## config.mk

```make
export PLATFORM = sky130hd
export DESIGN_NAME = tcw_front
export DESIGN_NICKNAME = d
export VERILOG_FILES = /design/src/rtl/tcw_pkg.sv /design/src/rtl/tcw_front.sv
export SDC_FILE = /design/constraint.sdc
export NUM_CORES = 1
export LEC_CHECK = 0
export BUFFER_PORTS_ARGS = -buffer_cell sky130_fd_sc_hd__buf_4
export CAP_MARGIN = 10
export CORE_UTILIZATION = 39
export DETAILED_ROUTE_END_ITERATION = 12
export PLACE_DENSITY = 0.71
export SLEW_MARGIN = 20
export SYNTH_ARGS = -nofsm -noshare
export SYNTH_HDL_FRONTEND = slang
export SYNTH_SLANG_ARGS = --single-unit
```

## constraint.sdc

```tcl
create_clock -name clk_i -period 2.8 [get_ports clk_i]
set_input_delay 0.14 -clock clk_i [delete_from_list [all_inputs] [get_ports clk_i]]
set_output_delay 0.14 -clock clk_i [all_outputs]
set_load 0.05 [all_outputs]
```

## src/rtl/tcw_pkg.sv

```systemverilog
// shared types and codes of the text console writer
package tcw_pkg;

  typedef enum logic [1:0] {
    ACT_LOCATE = 2'd0,
    ACT_PUT    = 2'd1,
    ACT_EOL    = 2'd2,
    ACT_READ   = 2'd3
  } action_e;

  typedef struct packed {
    action_e    action;
    logic [7:0] col;
    logic [7:0] row;
    logic [7:0] char_code;
    logic [7:0] loc_col;
    logic [7:0] loc_row;
  } cmd_t;

  typedef struct packed {
    logic [7:0] read_char;
    logic [7:0] cursor_col;
    logic [7:0] cursor_row;
    logic       scrolled;
    logic       dropped;
  } res_t;

endpackage

```

## src/rtl/tcw_front.sv

```systemverilog
// input stage: accepts items, decodes the action and clamps the locate position
module tcw_front #(
  parameter int COLUMNS  = 80,
  parameter int LAST_ROW = 24
) (
  input  logic          clk_i,
  input  logic          rst_ni,
  input  logic          push_i,
  output logic          full_o,
  input  logic          hold_i,
  input  logic [1:0]    action_i,
  input  logic [7:0]    col_i,
  input  logic [7:0]    row_i,
  input  logic [7:0]    char_code_i,
  output logic          cmd_valid_o,
  output tcw_pkg::cmd_t cmd_o,
  input  logic          cmd_full_i
);

  import tcw_pkg::*;

  localparam logic [7:0] MAX_COL = 8'(COLUMNS - 1);
  localparam logic [7:0] MAX_ROW = 8'(LAST_ROW);

  logic valid_q, valid_d;
  cmd_t cmd_q, cmd_d;
  logic accept;

  assign full_o      = hold_i || (valid_q && cmd_full_i);
  assign accept      = push_i && !full_o;
  assign cmd_valid_o = valid_q;
  assign cmd_o       = cmd_q;

  always_comb begin
    cmd_d           = cmd_q;
    valid_d         = valid_q;
    if (valid_q && !cmd_full_i) begin
      valid_d = 1'b0;
    end
    if (accept) begin
      valid_d           = 1'b1;
      cmd_d.action      = action_e'(action_i);
      cmd_d.col         = col_i;
      cmd_d.row         = row_i;
      cmd_d.char_code   = char_code_i;
      cmd_d.loc_col     = (col_i > MAX_COL) ? MAX_COL : col_i;
      cmd_d.loc_row     = (row_i > MAX_ROW) ? MAX_ROW : row_i;
    end
  end

  always_ff @(posedge clk_i or negedge rst_ni) begin
    if (!rst_ni) begin
      valid_q <= 1'b0;
    end else begin
      valid_q <= valid_d;
    end
  end

  always_ff @(posedge clk_i) begin
    cmd_q <= cmd_d;
  end

endmodule

```

# Word-level counts from Yosys, hierarchy flattened
# Index checks and enable logic that the tools add are counted.
# classes
add_sub_neg	0
multipliers	0
div	0
magnitude_cmp	2
eq_ne	0
shift	0
mux	2
bitwise_logic	0
n_reduce_logical	7
# op_table
op	count
> comparator 8 x 5 -> 1 bit, second input constant	1
> comparator 8 x 7 -> 1 bit, second input constant	1
logical AND 1 bit	3
logical NOT 1 bit	2
two-way mux 1 bit	2
nonzero test 2 bit	1
logical OR 1 bit	1
# word_totals
reg_bits	43
latch_bits	0
ram_bits	0
romBits	0
inputBits	31
output_inout_bits	44
elab_cells	18
mem_count	0

# Depth between registers and ports, before layout
# logic_depth
depth_word	5
depth_mapped	2
ltp_nobuf	2

# Least setup slack after synthesis
# OpenSTA, ideal clock, no wires.
# synth_path
path_type	register to register
from	reg valid_q (netlist: cmd_valid_o)
to	reg cmd_q (netlist bit cmd_o[0]), enable pin
setup_time_ns	0.456
arrival_time_ns	2.682
required_time_ns	2.344
path_slack_ns	-0.337
path_stages_with_launch	2
n_path_buf	0
synth_period_minus_slack_ns	3.137
cell_sequence	dfrtp_1 a21oi_1
# synth_between
elab_chain_len	4
# synth_lines
element	line_no	rtl
start: declaration	tcw_front.sv:25	logic valid_q, valid_d;
start signal: assignment	tcw_front.sv:55	valid_q <= valid_d;
logical AND 1 bit	tcw_front.sv:29	assign full_o = hold_i || (valid_q && cmd_full_i);
logical OR 1 bit	tcw_front.sv:29	
logical NOT 1 bit	tcw_front.sv:30	assign accept = push_i && !full_o;
logical AND 1 bit	tcw_front.sv:30	
via accept	tcw_front.sv:27	logic accept;
end signal: assignment	tcw_front.sv:60	cmd_q <= cmd_d;
end: declaration	tcw_front.sv:26	cmd_t cmd_q, cmd_d;
# The timed path passes the listed nets, and every way through them passes these cells.
# A chain may end at the register's enable or synchronous reset.

# Worst setup path in the final report
# layout_path
from	reg valid_q (netlist: cmd_valid_o)
to	reg cmd_q (netlist bit cmd_o[40]), enable pin
# Same word-level chain as after synthesis.

==> impl_metrics.tcl <==
set metrics [dict create \
    place_congestion 0.682 \
    cp-endpoint "cmd_o[40]" \
    ys_seq_area_share_pct 90.8 \
    tritoncts "yes" \
    rows 21 \
    synth-seq-cells 43 \
    dr_total_vias 1001 \
    holdWs_ns 0.0160 \
    grt_pass1_wl_microns 4550 \
    muxShareOfSynthArea_pct 0 \
    wl_per_cell_microns 13.0 \
    rrSetupSlack_ns 1.44 \
    stdcell_area_sq_um 2370 \
    synthAdderAreaFrac_pct 0 \
    ir_worst_vdd_v 0.000261 \
    timing.rr.start "cmd_valid_o" \
    dpl.hpwl_microns 1860 \
    grt_max_degree 43 \
    hp-start "col_i[7]" \
    fin_nets 212 \
    synthDistinctLibCells 12 \
    clock_tree.root_cell "clkbuf_4" \
    status "finished clean" \
    power_leakage_nw 0.983 \
    ios 75 \
    core_area_sq_um 3420 \
    cp_max_fo 42 \
    port_buffers 74 \
    final_common_cell "buf_4" \
    mostFrequentLayoutCells "buf_4 (75), edfxtp_1 (42), dlygate4sd3_1 (26)" \
    ctsHtreeMaxLevel 2 \
    cts_inserted_buffers 5 \
    drt_wl_total_microns 2950 \
    synth-xor-area-share_pct 0 \
    maxSlewViolCount 0 \
    max_clock_freq_ghz 0.733 \
    post-place-ws_ns 1.42 \
    startpoint "cmd_valid_o" \
    synth_cells 70 \
    fin_tns_setup_ns 0 \
    avgViaCountPerCell 4.41 \
    die_area_sq_um 3880 \
    hold_viol 0 \
    cts.sinks 43 \
    yosys_warnings 0 \
    firstDrtPassIters 4 \
    die_h_microns 62.3 \
    finClkSkew_ns 0.00235 \
    drc_errors 0 \
    crit_arrival_ns 1.35 \
    syn_avg_cell_area_sq_um 20.2 \
    antenna_found_initial 0 \
    postRouteAntennaNets 0 \
    placed_area_sq_um 2060 \
    synth_compound_area_share_pct 0.707 \
    synth_top_family_by_area "simple AND/OR/NAND/NOR gates" \
    insertion_delay_ns 0.34 \
    period_share_pct 48.7 \
    drive_above_1_share_pct 45.9 \
    worst_slack_ns 1.44 \
    hold_path_class "primary input to flop" \
    p_per_area_nw_per_um2 521 \
    cts_resized 0 \
    reg2regPathDepth 2 \
    cp-start-kind "flop" \
    clk_transition_reported_paths_ns 0.11 \
    drv_cap 0 \
    r2r-end "cmd_o[40]" \
    start_util_pct 41.5 \
    n_antenna_cell 0 \
    first_global_vias 952 \
    fin_util_pct 69.3 \
    grt_usage_pct 16.6 \
    required_ns 2.79 \
    path_class "flop to flop" \
    grt_overflow 0 \
    clk_path_buf_depth 2 \
    synth_area_sq_um 1420 \
    period_minus_slack_ns 1.36 \
    detail_route.iter0.violations 41 \
    die-width_microns 62.3 \
    setup_viol 0 \
    syn2layout_area_growth_pct 67.0 \
    endpoint_kind "flop" \
    synth-simple-area-share_pct 7.69 \
    rsz0062_at_grt "false" \
]
through the flow:
step,power [mW],cells
floorplan,0.873,73
global placement,0.953,194
detailed placement,0.956,194
CTS,1.24,227
global route,1.28,227
finish,1.23,227
state kept, by name, summed over array words and instances (netlist names):
signal / count
cmd_valid_o: 1
cmd_o: 42
per-layer routing:
metal  vias up  global-route usage (%)  routed length, microns
met5         -                       0                       0
met4         0                    10.8                      94
met3         9                    5.15                     239
met2        59                    29.1                    1510
met1       458                    16.9                    1110
li1        475                       -                       -
cells by family (layout without fill, tap and decap cells):
group           count (synthesis)  count (layout)
flops                          43              43
simple gates                   22              22
compound gates                  2               2
buf+inv                         2             110
other cells                     1               4
report_power, final:
part	switching, mW	internal [mW]	leakage (nW)
clock network	0.173	0.0890	0.0285
logic	0.137	0.0880	0.553
registers	0.00847	0.737	0.402
total	0.318	0.914	0.983
area by class of cell:
type                    count  area [sq um]
flip-flops and latches     43          1290
fillers                   247          1050
repair buffers            101           823
multi-input cells          28           145
well taps                  46          57.6
clock buffers               5          37.5
clock inverters             2          8.76
inverters                   2          7.51
synth_stat cells:
library cell   n  share of area [%]
nand2_1        7                1.9
dfrtp_1        1                1.8
or2_1          1               0.44
nand2b_1       4                1.8
o21ai_0        1               0.35
edfxtp_1      42                 89
a21oi_1        1               0.35
inv_1          2               0.53
and3_1         3                1.3
nor3_2         1               0.71
conb_1         1               0.26
nor2_1         6                1.6
worst min-delay path by stage:
| stage | depth (start not counted) | end |
|---|---|---|
| floorplan | 0 | cmd_valid_o |
| global placement | 1 | cmd_valid_o |
| detailed placement | 1 | cmd_valid_o |
| CTS | 1 | cmd_o[39] |
| global route | 1 | cmd_o[39] |
| finish | 1 | cmd_o[39] |
timing repair:
item                       in CTS  in global routing
setup endpoints to repair       0                  0
hold buffers                   26                  0
hold endpoints to repair       26                  0
setup buffers                   0                  0
critical path, stage by stage (launching register included):
cell and delay [ns]:
dfrtp_1 0.44, a21oi_4 0.12, buf_4 0.44
No activity file was read; power rests on OpenSTA's default activity.
