[src/rtl/tcw_fifo.sv]
// small first-in first-out queue used between the console stages
module tcw_fifo #(
  parameter int WIDTH = 8,
  parameter int DEPTH = 2
) (
  input  logic             clk_i,
  input  logic             rst_ni,
  input  logic             push_i,
  input  logic [WIDTH-1:0] wdata_i,
  output logic             full_o,
  input  logic             pop_i,
  output logic [WIDTH-1:0] rdata_o,
  output logic             empty_o
);

  localparam int PW = (DEPTH > 1) ? $clog2(DEPTH) : 1;
  localparam int CW = $clog2(DEPTH + 1);

  logic [WIDTH-1:0] slot_q [DEPTH];
  logic [PW-1:0]    wr_q, wr_d, rd_q, rd_d;
  logic [CW-1:0]    cnt_q, cnt_d;
  logic             push_ok, pop_ok;

  assign full_o  = (cnt_q == CW'(DEPTH));
  assign empty_o = (cnt_q == '0);
  assign rdata_o = slot_q[rd_q];
  assign push_ok = push_i && !full_o;
  assign pop_ok  = pop_i && !empty_o;

  always_comb begin
    wr_d  = wr_q;
    rd_d  = rd_q;
    cnt_d = cnt_q;
    if (push_ok) begin
      wr_d = (wr_q == PW'(DEPTH - 1)) ? '0 : wr_q + PW'(1);
    end
    if (pop_ok) begin
      rd_d = (rd_q == PW'(DEPTH - 1)) ? '0 : rd_q + PW'(1);
    end
    if (push_ok && !pop_ok) begin
      cnt_d = cnt_q + CW'(1);
    end else if (pop_ok && !push_ok) begin
      cnt_d = cnt_q - CW'(1);
    end
  end

  always_ff @(posedge clk_i or negedge rst_ni) begin
    if (!rst_ni) begin
      wr_q  <= '0;
      rd_q  <= '0;
      cnt_q <= '0;
    end else begin
      wr_q  <= wr_d;
      rd_q  <= rd_d;
      cnt_q <= cnt_d;
    end
  end

  always_ff @(posedge clk_i) begin
    if (push_ok) begin
      slot_q[wr_q] <= wdata_i;
    end
  end

endmodule

[config.mk]
export PLATFORM = sky130hd
export DESIGN_NAME = tcw_fifo
export DESIGN_NICKNAME = d
export VERILOG_FILES = /design/src/rtl/tcw_fifo.sv
export SDC_FILE = /design/constraint.sdc
export NUM_CORES = 1
export LEC_CHECK = 0
export ABC_AREA = 0
export BUFFER_PORTS_ARGS = -buffer_cell sky130_fd_sc_hd__buf_2
export CORE_UTILIZATION = 45
export CTS_CLUSTER_DIAMETER = 200
export CTS_CLUSTER_SIZE = 8
export DETAILED_ROUTE_END_ITERATION = 16
export PLACE_DENSITY = 0.7
export SKIP_CTS_REPAIR_TIMING = 1
export SLEW_MARGIN = 20
export SYNTH_ARGS = -nofsm -noshare
export SYNTH_HDL_FRONTEND = slang
export SYNTH_SLANG_ARGS = --single-unit
[constraint.sdc]
create_clock -name clk_i -period 2.15 [get_ports clk_i]
set_input_delay 0.43 -clock clk_i [delete_from_list [all_inputs] [get_ports clk_i]]
set_output_delay 0.43 -clock clk_i [all_outputs]
set_load 0.01 [all_outputs]
* Word level (Yosys, flattened, before mapping)
Memory sizes are Yosys's and may differ from the RTL's.
Cells that the tools add are included.
** Word-level totals
- Bits of input ports :: 12
- Word-level logic and storage cells :: 25
- Memories :: 1
- Register bits :: 4
- RAM bits :: 16
- Output and inout bits :: 10
** Memory list
- slot_q :: words 2, bits a word 8, read ports 1, clocked after Yosys merged registers in 0, wr ports 1, line 19 : logic [WIDTH-1:0] slot_q [DEPTH];
** Cells by class
- Equality and inequality tests :: 1
- Multiplexer cells :: 6
- $add $sub $neg :: 4
- Reduce and logical (&&, ||, !) cells :: 10
** Operators with widths (count)
- $logic_and A1 B1 Y1 :: 4
- $logic_not A1 Y1 :: 4
- $mux W1 :: 4
- $mux W2 :: 2
- $add A1 B1 Y1 const B :: 2
- $add A2 B1 Y2 const B :: 1
- $eq A2 B2 Y1 const B :: 1
- $logic_not A2 Y1 :: 1
- $reduce_bool A2 Y1 :: 1
- $sub A2 B1 Y2 const B :: 1

* Logic depth before layout (Yosys ltp)
- Depth in word-level cells :: 7
- Mapped depth :: 7
- Mapped depth without buffers :: 7

* Worst setup path after synthesis
Ideal clock, no wire load.
- Path type :: reg-to-reg
- From :: register cnt_q[0]
- To :: memory slot_q[0][0] (enable)
- Setup slack :: 0.758 ns
- Stages on the path, launching flop included :: 4
- Buffers on the path :: 0
- Required time :: 1.780 ns
- Data arrival time :: 1.022 ns
- Period minus slack after synthesis :: 1.392 ns
- Setup time :: 0.370 ns
- Cell sequence :: dfrtp_1 -> nand2b_1 -> nand2_2 -> nor2_1
** On the way
- Word-level cells in the longest chain between the ends :: 5
** Ends and longest elaborated chain
- start, declared :: line 21 : logic [CW-1:0] cnt_q, cnt_d;
- start signal, assigned :: line 55 : cnt_q <= cnt_d;
- $eq A2 B2 Y1 :: line 24 : assign full_o = (cnt_q == CW'(DEPTH));
- $logic_not A1 Y1 :: line 27 : assign push_ok = push_i && !full_o;
- $logic_and A1 B1 Y1 :: line 27
- $mux W1 :: line 60 : if (push_ok) begin
- $mux W1 (not written as such) :: line 61 : slot_q[wr_q] <= wdata_i;
- end, declared :: line 19
Every way passes these cells.

* Final worst setup path
- From :: register rd_q
- To :: output port rdata_o[7]
** On the way
- Word-level cells in the longest chain between the ends :: 1
** Ends and longest elaborated chain
- start, declared :: line 20 : logic [PW-1:0] wr_q, wr_d, rd_q, rd_d;
- start signal, assigned :: line 54 : rd_q <= rd_d;
- $mem_v2 Z2 W8
- end, declared :: line 12 : output logic [WIDTH-1:0] rdata_o,
Every way passes these cells.

==> impl_metrics.env <==
export IMPL_status="finished clean"
export IMPL_cts_root_buf="clkbuf_4"
export IMPL_cts_buffer_depth=2
export IMPL_post_route_period_util_pct=84.5
export IMPL_critPathBufInv=1
export IMPL_setup_viol=0
export IMPL_crit_family="flip-flops"
export IMPL_ys_types=15
export IMPL_postRouteAntennaNets=0
export IMPL_startpoint_type="flip-flop"
export IMPL_worst_slack_ns=0.333
export IMPL_worstReg2RegStart="cnt_q[0]$_DFFE_PN0P_"
export IMPL_dp_slack_ns=0.640
export IMPL_slew_viol_final=0
export IMPL_cts_tree="yes"
export IMPL_antenna_found_initial=0
export IMPL_path_clk_slew_ns=0.11
export IMPL_crit_fanout=9
export IMPL_grt_overflow_total=0
export IMPL_gp_congestion=0.625
export IMPL_die_y_um=43.7
export IMPL_hp_class="input pin to flip-flop"
export IMPL_vias=430
export IMPL_worstPathRequired_ns=1.72
export IMPL_rsz0062_at_grt="false"
export IMPL_drt_wirelength_per_cell_um=11.6
export IMPL_drive_gt1_share_pct=42.9
export IMPL_core_area_sq_um=1560
export IMPL_drt_iter0_drc=1
export IMPL_crit_type="flip-flop to primary output"
export IMPL_hp_start="wdata_i[7]"
export IMPL_r2r_cells=7
export IMPL_num_antenna_cells=0
export IMPL_grt_start_max_net_pins=13
export IMPL_die_w_um=43.7
export IMPL_nets=84
export IMPL_die_area_sq_um=1910
export IMPL_syn_instance_count=44
export IMPL_cpPeakStageDelay_ns=0.58
export IMPL_mappedNetlistArea_sq_um=782
export IMPL_crit_path_top_delay_cell="dfrtp_1"
export IMPL_clock_latency_ns=0.29
export IMPL_ys_warn_count=0
export IMPL_cts_buffers=3
export IMPL_drt_vias_per_instance=5.00
export IMPL_ys_seq_area_share_pct=74.2
export IMPL_maxCapViolCount=0
export IMPL_cts_max_level=1
export IMPL_r2r_end="cnt_q[1]$_DFFE_PN0P_"
export IMPL_p_leak_nw=0.412
export IMPL_power_density_nw_per_um2=1350
export IMPL_utilization_pct=62.4
export IMPL_synthToLayoutAreaGrowth_pct=24.3
export IMPL_drcViolationCount=0
export IMPL_post_synth_top_area_fraction_pct=61.4
export IMPL_synth_largest_area_cell="edfxtp_1"
export IMPL_worstHoldEndpoint="slot_q[0][7]$_DFFE_PP_"
export IMPL_grt_pass1_vias=405
export IMPL_hold_viol=0
export IMPL_hold_path_cell_count=1
export IMPL_clock_sinks=20
export IMPL_period_needed_ns=1.82
export IMPL_syn_area_per_cell_sq_um=17.8
export IMPL_drt_total_wl_um=1000
export IMPL_worst_pin_slew_ns=0.375
export IMPL_grt_usage_pct=12.0
export IMPL_syn_nets=57
export IMPL_grt_pass1_wl_um=1620
export IMPL_ir_drop_uv=818
export IMPL_port_buffer_count=21
export IMPL_boundaryPins=22
export IMPL_cp_end_kind="primary output"
export IMPL_relSlewSlack_pct=75.0
export IMPL_critical_path_arrival_ns=1.39
export IMPL_clock_fmax_mhz=550
export IMPL_fp_row_count=14
export IMPL_dr_pass1_iters=4
export IMPL_r2r_slack_ns=0.67
export IMPL_clock_skew_ns=0.00611
export IMPL_setup_tns_ns=0
export IMPL_timing_hold_ws_ns=0.318
export IMPL_start_util_pct=50.2
export IMPL_path_cells="mux2_2 > buf_2"
export IMPL_synth_seq_cells=20
export IMPL_synthTopCellsByArea="edfxtp_1 (61%), dfrtp_1 (13%), mux2_1 (8.6%)"
[area by class of cell]
cell class	instances	area [sq um]
multi-input combinational	21	189
fill	120	587
clock buffer	3	22.5
timing repair buffer	23	123
clock inverter	1	30.0
sequential	20	581
tap	16	20.0
inverter	2	7.51
[Yosys cell counts]
master     n
edfxtp_1  16
o21ai_1    1
nand2b_1   1
dfrtp_1    4
nand2_2    1
xnor2_1    2
mux2_2     2
and3_1     1
mux2_1     6
xnor2_2    1
ha_1       1
inv_1      2
buf_2      1
nor2_1     3
xor2_1     2
[stage by stage]
stage | power, W | instances | area (sq um)
CTS | 0.00133 | 85 | 962
detailed placement | 0.00103 | 81 | 910
finish | 0.00131 | 86 | 972
global route | 0.00139 | 86 | 972
floorplan | 0.000896 | 44 | 782
global placement | 0.00103 | 81 | 910
[flip-flops by register name (all words and copies together) (netlist names)]
signal and count:
rd_q 1, wr_q 1, cnt_q 2, slot_q 16
[worst reg2reg max path, stage by stage, from the launching register on]
cell,delay (ns)
dfrtp_1,0.45
nand2b_1,0.20
nand2_2,0.12
inv_1,0.05
ha_1,0.18
xor2_1,0.14
nor2_1,0.12
xor2_1,0.16
[layout by cell type, fill, tap and decap left out, drive strengths merged]
cell,netlist,layout
bufinv,0,1
edfxtp,16,16
dlygate4sd3,0,1
ha,1,1
o21ai,1,1
nand2,1,1
mux2,8,8
dfrtp,4,4
buf,1,22
clkbuf,0,3
xor2,2,2
inv,2,2
xnor2,3,3
nand2b,1,1
nor2,3,3
and3,1,1
[layer usage]
metal  vias up  track usage [%]  part of all wire, %
met5         -                0                    0
met4         0             5.63                    0
met3         0             2.50                  4.7
met2        12             19.7                   54
met1       209             15.3                   41
li1        209                -                    -
[cells by family (layout without fill, tap and decap cells)]
logic type               count (synthesis)  in the layout  synth area share (%)
flip-flops                              20             20                  74.2
adder cells (fa/ha/maj)                  1              1                  1.60
XOR/XNOR                                 5              5                  6.56
buffers and inverters                    3             29                  1.60
AND/OR/NAND/NOR                          6              6                  3.84
multiplexers                             8              8                  11.5
AO/OA/AOI/OAI                            1              1                 0.639
[how the worst max path moves through the flow]
stage          cells after the start  slack [ns]            startpoint                endpoint
2_1_floorplan                      3        0.76  cnt_q[0]$_DFFE_PN0P_  slot_q[0][0]$_DFFE_PP_
6_report                           2        0.33      rd_q$_DFFE_PN0P_              rdata_o[7]
3_3_place_gp                       2        0.65      rd_q$_DFFE_PN0P_              rdata_o[7]
5_1_grt                            2        0.25      rd_q$_DFFE_PN0P_              rdata_o[7]
4_1_cts                            2        0.31      rd_q$_DFFE_PN0P_              rdata_o[7]
3_5_place_dp                       2        0.64      rd_q$_DFFE_PN0P_              rdata_o[7]
[report_power, final]
group	internal, W	switching (W)
Clock	0.000188	0.000108
Sequential	0.000541	0.0000813
Combinational	0.000207	0.000187
Total	0.000936	0.000376
No activity file was read; power rests on OpenSTA's default activity.
